[src/design/pptu_pkg.sv]
// Shared types, constants and helpers for the pointer position tracker.
// No dependencies; every other design file imports this package.
`default_nettype none

package pptu_pkg;

    // Cursor register width; outputs are sign-extended from it to 32 bits.
    localparam int POS_W = 32;
    // Relative update sum: 32-bit cursor plus a 34-bit scaled delta.
    localparam int SUM_W = 35;
    // Absolute scaling dividend: 32-bit offset times 16-bit viewport.
    localparam int DVD_W = 48;
    localparam int DIV_CNT_W = $clog2(DVD_W);
    localparam int CFG_ADDR_W = 5;

    localparam logic signed [SUM_W-1:0] POS_HI =
        SUM_W'((64'sd1 <<< (POS_W - 1)) - 64'sd1);
    localparam logic signed [SUM_W-1:0] POS_LO = -POS_HI - SUM_W'(1);

    localparam logic [15:0] EV_RELATIVE = 16'd2;
    localparam logic [15:0] EV_ABSOLUTE = 16'd3;
    localparam logic [15:0] AXIS_X      = 16'd0;
    localparam logic [15:0] AXIS_Y      = 16'd1;

    localparam logic [2:0] REG_VIEW_W = 3'd0;
    localparam logic [2:0] REG_VIEW_H = 3'd1;
    localparam logic [2:0] REG_X_MIN  = 3'd2;
    localparam logic [2:0] REG_X_MAX  = 3'd3;
    localparam logic [2:0] REG_Y_MIN  = 3'd4;
    localparam logic [2:0] REG_Y_MAX  = 3'd5;

    localparam logic [15:0] VIEW_W_RESET = 16'd640;
    localparam logic [15:0] VIEW_H_RESET = 16'd480;

    typedef struct packed {
        logic [15:0]        event_type;
        logic [15:0]        event_code;
        logic signed [31:0] event_value;
    } evt_t;

    typedef struct packed {
        logic signed [31:0] pos_x;
        logic signed [31:0] pos_y;
    } pos_t;

    typedef enum logic [2:0] {
        OP_NOP,
        OP_REL_X,
        OP_REL_Y,
        OP_ABS_X,
        OP_ABS_Y
    } op_t;

    typedef struct packed {
        op_t                op;
        logic signed [31:0] value;
        logic signed [32:0] numer;  // raw value minus axis minimum
        logic [31:0]        range;  // axis span, already forced to at least 1
        logic [15:0]        view;
    } cmd_t;

    typedef enum logic [2:0] {
        ST_IDLE,
        ST_EXEC,
        ST_DIV,
        ST_FIN,
        ST_DONE
    } state_t;

    function automatic logic signed [POS_W-1:0] sat_pos(input logic signed [SUM_W-1:0] v);
        logic signed [SUM_W-1:0] r;
        r = v;
        if (v > POS_HI)
        begin
            r = POS_HI;
        end
        else if (v < POS_LO)
        begin
            r = POS_LO;
        end
        return r[POS_W-1:0];
    endfunction

endpackage

`default_nettype wire

[src/design/pptu_front.sv]
// Front end: configuration registers, event classification and axis offsets.
// Depends on pptu_pkg; feeds pptu_cmd_queue.
`default_nettype none

module pptu_front (
    input  wire logic                           clk,
    input  wire logic                           rst_n,
    input  wire logic                           psel,
    input  wire logic                           penable,
    input  wire logic                           pwrite,
    input  wire logic [pptu_pkg::CFG_ADDR_W-1:0] paddr,
    input  wire logic [31:0]                    pwdata,
    output logic [31:0]                         prdata,
    input  wire logic                           push,
    input  wire pptu_pkg::evt_t                 evt,
    input  wire logic                           q_full,
    output logic                                q_wr,
    output pptu_pkg::cmd_t                      q_cmd
);
    import pptu_pkg::*;

    logic [15:0]        view_w_reg;
    logic [15:0]        view_h_reg;
    logic signed [31:0] x_min_reg;
    logic signed [31:0] x_max_reg;
    logic signed [31:0] y_min_reg;
    logic signed [31:0] y_max_reg;

    logic               cfg_wr;
    logic [2:0]         reg_idx;
    op_t                op;
    logic               use_y;
    logic signed [31:0] sel_min;
    logic signed [31:0] sel_max;
    logic signed [32:0] span;

    assign cfg_wr  = psel & penable & pwrite;
    assign reg_idx = paddr[CFG_ADDR_W-1:2];

    always_ff @(posedge clk or negedge rst_n)
    begin
        if (!rst_n)
        begin
            view_w_reg <= VIEW_W_RESET;
            view_h_reg <= VIEW_H_RESET;
            x_min_reg  <= '0;
            x_max_reg  <= '0;
            y_min_reg  <= '0;
            y_max_reg  <= '0;
        end
        else if (cfg_wr)
        begin
            case (reg_idx)
                REG_VIEW_W: view_w_reg <= pwdata[15:0];
                REG_VIEW_H: view_h_reg <= pwdata[15:0];
                REG_X_MIN:  x_min_reg  <= pwdata;
                REG_X_MAX:  x_max_reg  <= pwdata;
                REG_Y_MIN:  y_min_reg  <= pwdata;
                REG_Y_MAX:  y_max_reg  <= pwdata;
                default:    ;
            endcase
        end
    end

    always_comb
    begin
        case (reg_idx)
            REG_VIEW_W: prdata = {16'b0, view_w_reg};
            REG_VIEW_H: prdata = {16'b0, view_h_reg};
            REG_X_MIN:  prdata = x_min_reg;
            REG_X_MAX:  prdata = x_max_reg;
            REG_Y_MIN:  prdata = y_min_reg;
            REG_Y_MAX:  prdata = y_max_reg;
            default:    prdata = '0;
        endcase
    end

    // Classify the event into one back-end operation.
    always_comb
    begin
        op = OP_NOP;
        if (evt.event_type == EV_RELATIVE)
        begin
            if (evt.event_code == AXIS_X)
            begin
                op = OP_REL_X;
            end
            else if (evt.event_code == AXIS_Y)
            begin
                op = OP_REL_Y;
            end
        end
        else if (evt.event_type == EV_ABSOLUTE)
        begin
            if (evt.event_code == AXIS_X)
            begin
                op = OP_ABS_X;
            end
            else if (evt.event_code == AXIS_Y)
            begin
                op = OP_ABS_Y;
            end
        end
    end

    assign use_y   = (op == OP_ABS_Y);
    assign sel_min = use_y ? y_min_reg : x_min_reg;
    assign sel_max = use_y ? y_max_reg : x_max_reg;
    assign span    = 33'(sel_max) - 33'(sel_min);

    always_comb
    begin
        q_cmd.op    = op;
        q_cmd.value = evt.event_value;
        q_cmd.numer = 33'(evt.event_value) - 33'(sel_min);
        // Empty or inverted range divides by one.
        q_cmd.range = (span < 33'sd1) ? 32'd1 : span[31:0];
        q_cmd.view  = use_y ? view_h_reg : view_w_reg;
    end

    assign q_wr = push & ~q_full;

endmodule

`default_nettype wire

[src/design/pptu_cmd_queue.sv]
// Two-entry command queue between the front end and the execution back end.
// Depends on pptu_pkg for the command type.
`default_nettype none

module pptu_cmd_queue (
    input  wire logic           clk,
    input  wire logic           rst_n,
    input  wire logic           wr_en,
    input  wire pptu_pkg::cmd_t wr_data,
    output logic                full,
    input  wire logic           rd_en,
    output pptu_pkg::cmd_t      rd_data,
    output logic                empty
);
    import pptu_pkg::*;

    cmd_t       slot_reg [2];
    logic       wr_ptr_reg;
    logic       rd_ptr_reg;
    logic [1:0] count_reg;

    always_ff @(posedge clk)
    begin
        if (wr_en)
        begin
            slot_reg[wr_ptr_reg] <= wr_data;
        end
    end

    always_ff @(posedge clk or negedge rst_n)
    begin
        if (!rst_n)
        begin
            wr_ptr_reg <= 1'b0;
            rd_ptr_reg <= 1'b0;
            count_reg  <= 2'd0;
        end
        else
        begin
            if (wr_en)
            begin
                wr_ptr_reg <= ~wr_ptr_reg;
            end
            if (rd_en)
            begin
                rd_ptr_reg <= ~rd_ptr_reg;
            end
            case ({wr_en, rd_en})
                2'b10:   count_reg <= count_reg + 2'd1;
                2'b01:   count_reg <= count_reg - 2'd1;
                default: count_reg <= count_reg;
            endcase
        end
    end

    assign rd_data = slot_reg[rd_ptr_reg];
    assign full    = (count_reg == 2'd2);
    assign empty   = (count_reg == 2'd0);

endmodule

`default_nettype wire

[src/design/pptu_back.sv]
// Back end: cursor state, relative saturation, absolute scaling through a
// multiply and a bit-serial restoring divider, and the result register.
// Depends on pptu_pkg; reads commands from pptu_cmd_queue.
`default_nettype none

module pptu_back (
    input  wire logic           clk,
    input  wire logic           rst_n,
    input  wire logic           q_empty,
    input  wire pptu_pkg::cmd_t q_cmd,
    output logic                q_rd,
    output pptu_pkg::pos_t      pos,
    output logic                empty,
    input  wire logic           pop
);
    import pptu_pkg::*;

    state_t                 state_reg, state_next;
    cmd_t                   cmd_reg, cmd_next;
    logic signed [POS_W-1:0] cursor_x_reg, cursor_x_next;
    logic signed [POS_W-1:0] cursor_y_reg, cursor_y_next;
    logic [DVD_W-1:0]       dvd_reg, dvd_next;
    logic [31:0]            rem_reg, rem_next;
    logic [DIV_CNT_W-1:0]   cnt_reg, cnt_next;
    pos_t                   out_reg, out_next;
    logic                   out_valid_reg, out_valid_next;

    logic signed [SUM_W-1:0] scaled;
    logic [DVD_W-1:0]        product;
    logic [32:0]             trial;
    logic [32:0]             diff;
    logic                    ge;
    logic [15:0]             view_m1;
    logic [15:0]             clamped;
    logic signed [POS_W-1:0] abs_pos;

    assign scaled  = SUM_W'(cmd_reg.value) <<< 2;
    assign product = DVD_W'(cmd_reg.numer[31:0]) * DVD_W'(cmd_reg.view);
    assign trial   = {rem_reg, dvd_reg[DVD_W-1]};
    assign diff    = trial - {1'b0, cmd_reg.range};
    assign ge      = ~diff[32];
    assign view_m1 = cmd_reg.view - 16'd1;
    assign clamped = (dvd_reg > DVD_W'(view_m1)) ? view_m1 : dvd_reg[15:0];
    assign abs_pos = sat_pos(SUM_W'({1'b0, clamped}));

    always_ff @(posedge clk or negedge rst_n)
    begin
        if (!rst_n)
        begin
            state_reg     <= ST_IDLE;
            cursor_x_reg  <= '0;
            cursor_y_reg  <= '0;
            out_valid_reg <= 1'b0;
        end
        else
        begin
            state_reg     <= state_next;
            cursor_x_reg  <= cursor_x_next;
            cursor_y_reg  <= cursor_y_next;
            out_valid_reg <= out_valid_next;
        end
    end

    always_ff @(posedge clk)
    begin
        cmd_reg <= cmd_next;
        dvd_reg <= dvd_next;
        rem_reg <= rem_next;
        cnt_reg <= cnt_next;
        out_reg <= out_next;
    end

    always_comb
    begin
        state_next     = state_reg;
        cmd_next       = cmd_reg;
        cursor_x_next  = cursor_x_reg;
        cursor_y_next  = cursor_y_reg;
        dvd_next       = dvd_reg;
        rem_next       = rem_reg;
        cnt_next       = cnt_reg;
        out_next       = out_reg;
        out_valid_next = out_valid_reg & ~pop;
        q_rd           = 1'b0;

        case (state_reg)
            ST_IDLE:
            begin
                if (!q_empty)
                begin
                    q_rd       = 1'b1;
                    cmd_next   = q_cmd;
                    state_next = ST_EXEC;
                end
            end
            ST_EXEC:
            begin
                state_next = ST_DONE;
                case (cmd_reg.op)
                    OP_REL_X: cursor_x_next = sat_pos(SUM_W'(cursor_x_reg) + scaled);
                    OP_REL_Y: cursor_y_next = sat_pos(SUM_W'(cursor_y_reg) - scaled);
                    OP_ABS_X, OP_ABS_Y:
                    begin
                        // Zero viewport or a value below the axis minimum lands at 0.
                        if ((cmd_reg.view == 16'd0) || cmd_reg.numer[32])
                        begin
                            if (cmd_reg.op == OP_ABS_X)
                            begin
                                cursor_x_next = '0;
                            end
                            else
                            begin
                                cursor_y_next = '0;
                            end
                        end
                        else
                        begin
                            dvd_next   = product;
                            rem_next   = '0;
                            cnt_next   = '0;
                            state_next = ST_DIV;
                        end
                    end
                    default: ;
                endcase
            end
            ST_DIV:
            begin
                // One quotient bit per cycle; quotient shifts in behind the dividend.
                rem_next = ge ? diff[31:0] : trial[31:0];
                dvd_next = {dvd_reg[DVD_W-2:0], ge};
                cnt_next = cnt_reg + DIV_CNT_W'(1);
                if (cnt_reg == DIV_CNT_W'(DVD_W - 1))
                begin
                    state_next = ST_FIN;
                end
            end
            ST_FIN:
            begin
                if (cmd_reg.op == OP_ABS_X)
                begin
                    cursor_x_next = abs_pos;
                end
                else
                begin
                    cursor_y_next = abs_pos;
                end
                state_next = ST_DONE;
            end
            ST_DONE:
            begin
                // Hold until the result register frees up.
                if (!out_valid_reg || pop)
                begin
                    out_next.pos_x = 32'(cursor_x_reg);
                    out_next.pos_y = 32'(cursor_y_reg);
                    out_valid_next = 1'b1;
                    state_next     = ST_IDLE;
                end
            end
            default:
            begin
                state_next = ST_IDLE;
            end
        endcase
    end

    assign pos   = out_reg;
    assign empty = ~out_valid_reg;

endmodule

`default_nettype wire

[src/design/pointer_position_tracker_unit.sv]
// Pointer position tracker: top level joining front end, command queue and back end.
// Depends on pptu_pkg, pptu_front, pptu_cmd_queue and pptu_back.
//
// Usage:
//   Input channel: present an event on evt and raise push; the transaction is
//   taken on a clock edge where push is high and full is low. Result channel:
//   while empty is low, pos holds the oldest result; raise pop to take it.
//   Every event yields exactly one result with the position after that event.
//   Configuration: APB-style registers at byte addresses 0x00..0x14 (viewport
//   width and height, X min/max, Y min/max); write only while the block is idle.
// Timing:
//   Relative, unknown and degenerate absolute events pass from the queue through
//   the IDLE, EXEC and DONE states to the result. Absolute events also run a 48-step
//   restoring divider, one quotient bit per cycle; that divider sets throughput.
//   The back end works on one event at a time; a two-entry command queue keeps
//   accepting while it is busy, so full rises once two events are waiting.
// Reset: cursor goes to (0, 0), viewport to 640 x 480, axis limits to 0.
// Stall: while a result is not popped, the back end holds its next result and
//   the command queue fills; nothing is dropped.
`default_nettype none

module pointer_position_tracker_unit (
    input  wire logic                           clk,
    input  wire logic                           rst_n,
    input  wire logic                           psel,
    input  wire logic                           penable,
    input  wire logic                           pwrite,
    input  wire logic [pptu_pkg::CFG_ADDR_W-1:0] paddr,
    input  wire logic [31:0]                    pwdata,
    output logic [31:0]                         prdata,
    output logic                                pready,
    input  wire logic                           push,
    output logic                                full,
    input  wire pptu_pkg::evt_t                 evt,
    output logic                                empty,
    input  wire logic                           pop,
    output pptu_pkg::pos_t                      pos
);
    import pptu_pkg::*;

    logic q_wr;
    logic q_rd;
    logic q_full;
    logic q_empty;
    cmd_t q_wr_cmd;
    cmd_t q_rd_cmd;

    assign pready = 1'b1;
    assign full   = q_full;

    pptu_front u_front (
        .clk     (clk),
        .rst_n   (rst_n),
        .psel    (psel),
        .penable (penable),
        .pwrite  (pwrite),
        .paddr   (paddr),
        .pwdata  (pwdata),
        .prdata  (prdata),
        .push    (push),
        .evt     (evt),
        .q_full  (q_full),
        .q_wr    (q_wr),
        .q_cmd   (q_wr_cmd)
    );

    pptu_cmd_queue u_queue (
        .clk     (clk),
        .rst_n   (rst_n),
        .wr_en   (q_wr),
        .wr_data (q_wr_cmd),
        .full    (q_full),
        .rd_en   (q_rd),
        .rd_data (q_rd_cmd),
        .empty   (q_empty)
    );

    pptu_back u_back (
        .clk     (clk),
        .rst_n   (rst_n),
        .q_empty (q_empty),
        .q_cmd   (q_rd_cmd),
        .q_rd    (q_rd),
        .pos     (pos),
        .empty   (empty),
        .pop     (pop)
    );

endmodule

`default_nettype wire
[config.mk]
export PLATFORM = sky130hd
export DESIGN_NAME = pointer_position_tracker_unit
export DESIGN_NICKNAME = d
export VERILOG_FILES = /design/src/design/pptu_pkg.sv /design/src/design/pptu_front.sv /design/src/design/pptu_cmd_queue.sv /design/src/design/pptu_back.sv /design/src/design/pointer_position_tracker_unit.sv
export SDC_FILE = /design/constraint.sdc
export NUM_CORES = 2
export LEC_CHECK = 0
export ABC_AREA = 1
export BUFFER_PORTS_ARGS = -buffer_cell sky130_fd_sc_hd__buf_2
export CORE_MARGIN = 2
export CORE_UTILIZATION = 40
export DETAILED_ROUTE_END_ITERATION = 8
export SLEW_MARGIN = 20
export SYNTH_ARGS = -nofsm -noshare
export SYNTH_HDL_FRONTEND = slang
export SYNTH_SLANG_ARGS = --single-unit
[constraint.sdc]
create_clock -name clk -period 29.9 [get_ports clk]
set_clock_uncertainty 0.2 [all_clocks]
set_input_delay 0 -clock clk [delete_from_list [all_inputs] [get_ports clk]]
set_output_delay 0 -clock clk [all_outputs]
set_load 0.03 [all_outputs]
==> out/results.tsv <==
metric	value	unit
status	finished clean	
cp.buffers_inverters	6	
finalHoldViolations	0	
synth_cell_types	66	
worst_path_max_delay_cell	fa_1	
path_delay_family	adder cells	
synth_edf_count	498	
cp_max_fo	35	
synth_top_area_share	26.8	%
slew_headroom	15.5	%
fin_setup_tns	0	ns
htreeDepth	3	
syn_area_per_cell	8.51	µm²
initial_utilization	40.1	%
yosysSeqAreaShare	37.2	%
syn_to_final_growth	13.0	%
ys.flop_type	edfxtp_1	
startpoint	u_back.cmd_reg[2]	
ioPinCount	207	
die_area	0.142	mm²
tritoncts	yes	
synth_top_area_cell	edfxtp_1	
gp_congestion	0.924	
clock_latency	0.70	ns
synth_warnings	0	
multi_input_area	0.0295	mm²
min_from	pwdata[2]	
drt-total-wl	156	mm
grt_pass1_wl	249	mm
fmax	139	MHz
setup_viol	0	
arrival	7.39	ns
synth_common_cells	1785 x nand2_1, 1183 x inv_1, 498 x edfxtp_1	
antenna_found_initial	2	
post_cts_resize_count	0	
drt_iter0_drc	3223	
fin_cells	8725	
critPathRequiredTime	30.12	ns
cts_num_sinks	730	
drc	0	
worst_slew_pin_slew	1.25	ns
ys_top_cells_by_area	edfxtp_1 27%, fa_1 15%, nand2_1 12%	
antenna_left	0	
firstDrtPassIters	6	
drive_gt1_share	7.86	%
core	0.139	mm²
final.period_utilization	24.0	%
globalRouteOverflowTotal	0	
grt_pass1_vias	44800	
nFillCells	13500	
reg2reg_slack	22.73	ns
cts_root_buffer	clkbuf_16	
fp.dieH	377	µm
syn_inst	6557	
die_width	377	µm
drv_cap	0	
clk_path_buf_depth	3	
clkSlewWorstSetupHoldPaths	0.06	ns
dpl.cell_count	8422	
finalCriticalPeriod	7.17	ns
via_per_inst	5.07	
path_cells	buf_4, nand2_1, inv_1, fa_1, fa_1, ha_1, inv_1, fa_1, inv_1, fa_1, inv_1, fa_1, inv_1, ha_1, nand2_1, o21ai_0, a21oi_1, o21ai_0, a21oi_1, o21bai_1, a21oi_1, o21ai_0, or2_2, a31oi_1	
syn-num-nets	7381	
syn_area	0.0558	mm²
async_flop_share	31.8	%
dp_hpwl	114	mm
nets	7602	
grt_max_degree	133	
utilization	45.3	%
portBuffers	203	
register_area	0.0208	mm²
hold_path_class	in2reg	
largest_reg_flops	232	
rsz0062_at_grt	no	
hold_ws	0.0429	ns
vias	44200	
synth_seq_cells	730	
worstSetupStartpointType	flip-flop	
end_kind	flip-flop	
path_class	reg2reg	
slowest_delay	0.57	ns
drv_slew	0	
wire_per_inst	17.9	µm
cts_made_buffers	81	
timing.rr.start	u_back.cmd_reg[2]	
grt_usage	22.2	%
yosysMostFrequentCell	nand2_1	
rows	137	
==> worst register-to-register path: cells and delay by family (launching register included) <==
kind,cells,cell delay [ns]
compound gates,8,2.06
fa+ha+maj,7,3.12
buf+inv,6,0.78
flops,1,0.34
simple gates,3,0.41
==> kinds of logic after synthesis <==
logic type,count (synthesis),share of synthesized area [%]
AND/OR/NAND/NOR,2483,18.2
buffers and inverters,1455,9.96
AO/OA/AOI/OAI,994,10.0
flip-flops,730,37.2
adder cells (fa/ha/maj),716,21.8
XOR/XNOR,178,2.82
other,1,0.00672
==> cell type report <==
| type | instances | share of cell area, % |
|---|---|---|
| diodes | 2 | 0.00794 |
| clock buffers | 108 | 3.68 |
| clock inverters | 44 | 1.02 |
| inverters | 1187 | 7.07 |
| multi-input cells | 4372 | 46.9 |
| flip-flops and latches | 730 | 33.0 |
| well taps | 1876 | 3.73 |
| repair buffers | 406 | 4.67 |
==> metal layers <==
metal	share of wire, %	wire [µm]	up-vias	GRT usage [%]
li1	-	-	21200	-
met1	44	68900	21500	29.6
met2	47	74100	1238	37.4
met3	5.4	8440	278	3.15
met4	3.0	4660	2	6.76
met5	0.0083	13	-	0
==> path summary, 6_finish.rpt <==
kind,to,cells past startpoint
min in group asynchronous,u_front.view_h_reg[6],3
setup / recovery,u_back.dvd_reg[44],24
hold reg to reg,u_back.pos[1],0
setup reg to reg,u_back.dvd_reg[44],24
max in group asynchronous,u_queue.wr_ptr_reg,5
hold / removal,u_front.x_max_reg[2],4
==> repair_timing <==
item                      CTS  global route
setup buffers               0             0
hold endpoints to repair  438             0
hold buffers              149             0
==> through the flow <==
step | setup slack, ns | area (µm²)
4_1_cts | 22.72 | 63000
3_3_place_gp | 22.76 | 58500
2_1_floorplan | 19.50 | 55800
3_5_place_dp | 22.71 | 58500
6_report | 22.73 | 63000
5_1_grt | 22.24 | 63000
==> cell usage in the layout, fill, tap and decap left out, types with 32 or more instances in the layout <==
cell,Yosys,layout
clkbuf_16,0,87
buf_4,2,54
a21oi_1,323,323
xnor2_1,75,75
nand3_1,126,126
edfxtp_1,498,498
o21ai_0,418,416
nand4_1,32,32
fa_1,423,423
xor2_1,101,101
or2_2,41,41
ha_1,293,293
nand2_1,1785,1779
a31oi_1,43,43
buf_2,10,202
inv_1,1183,1182
nor2_1,335,328
dfrtp_1,226,225
dlygate4sd3_1,0,148
Power is not shown: default switching activity piles up to over one toggle a cycle in this logic, so the estimate is an artifact.
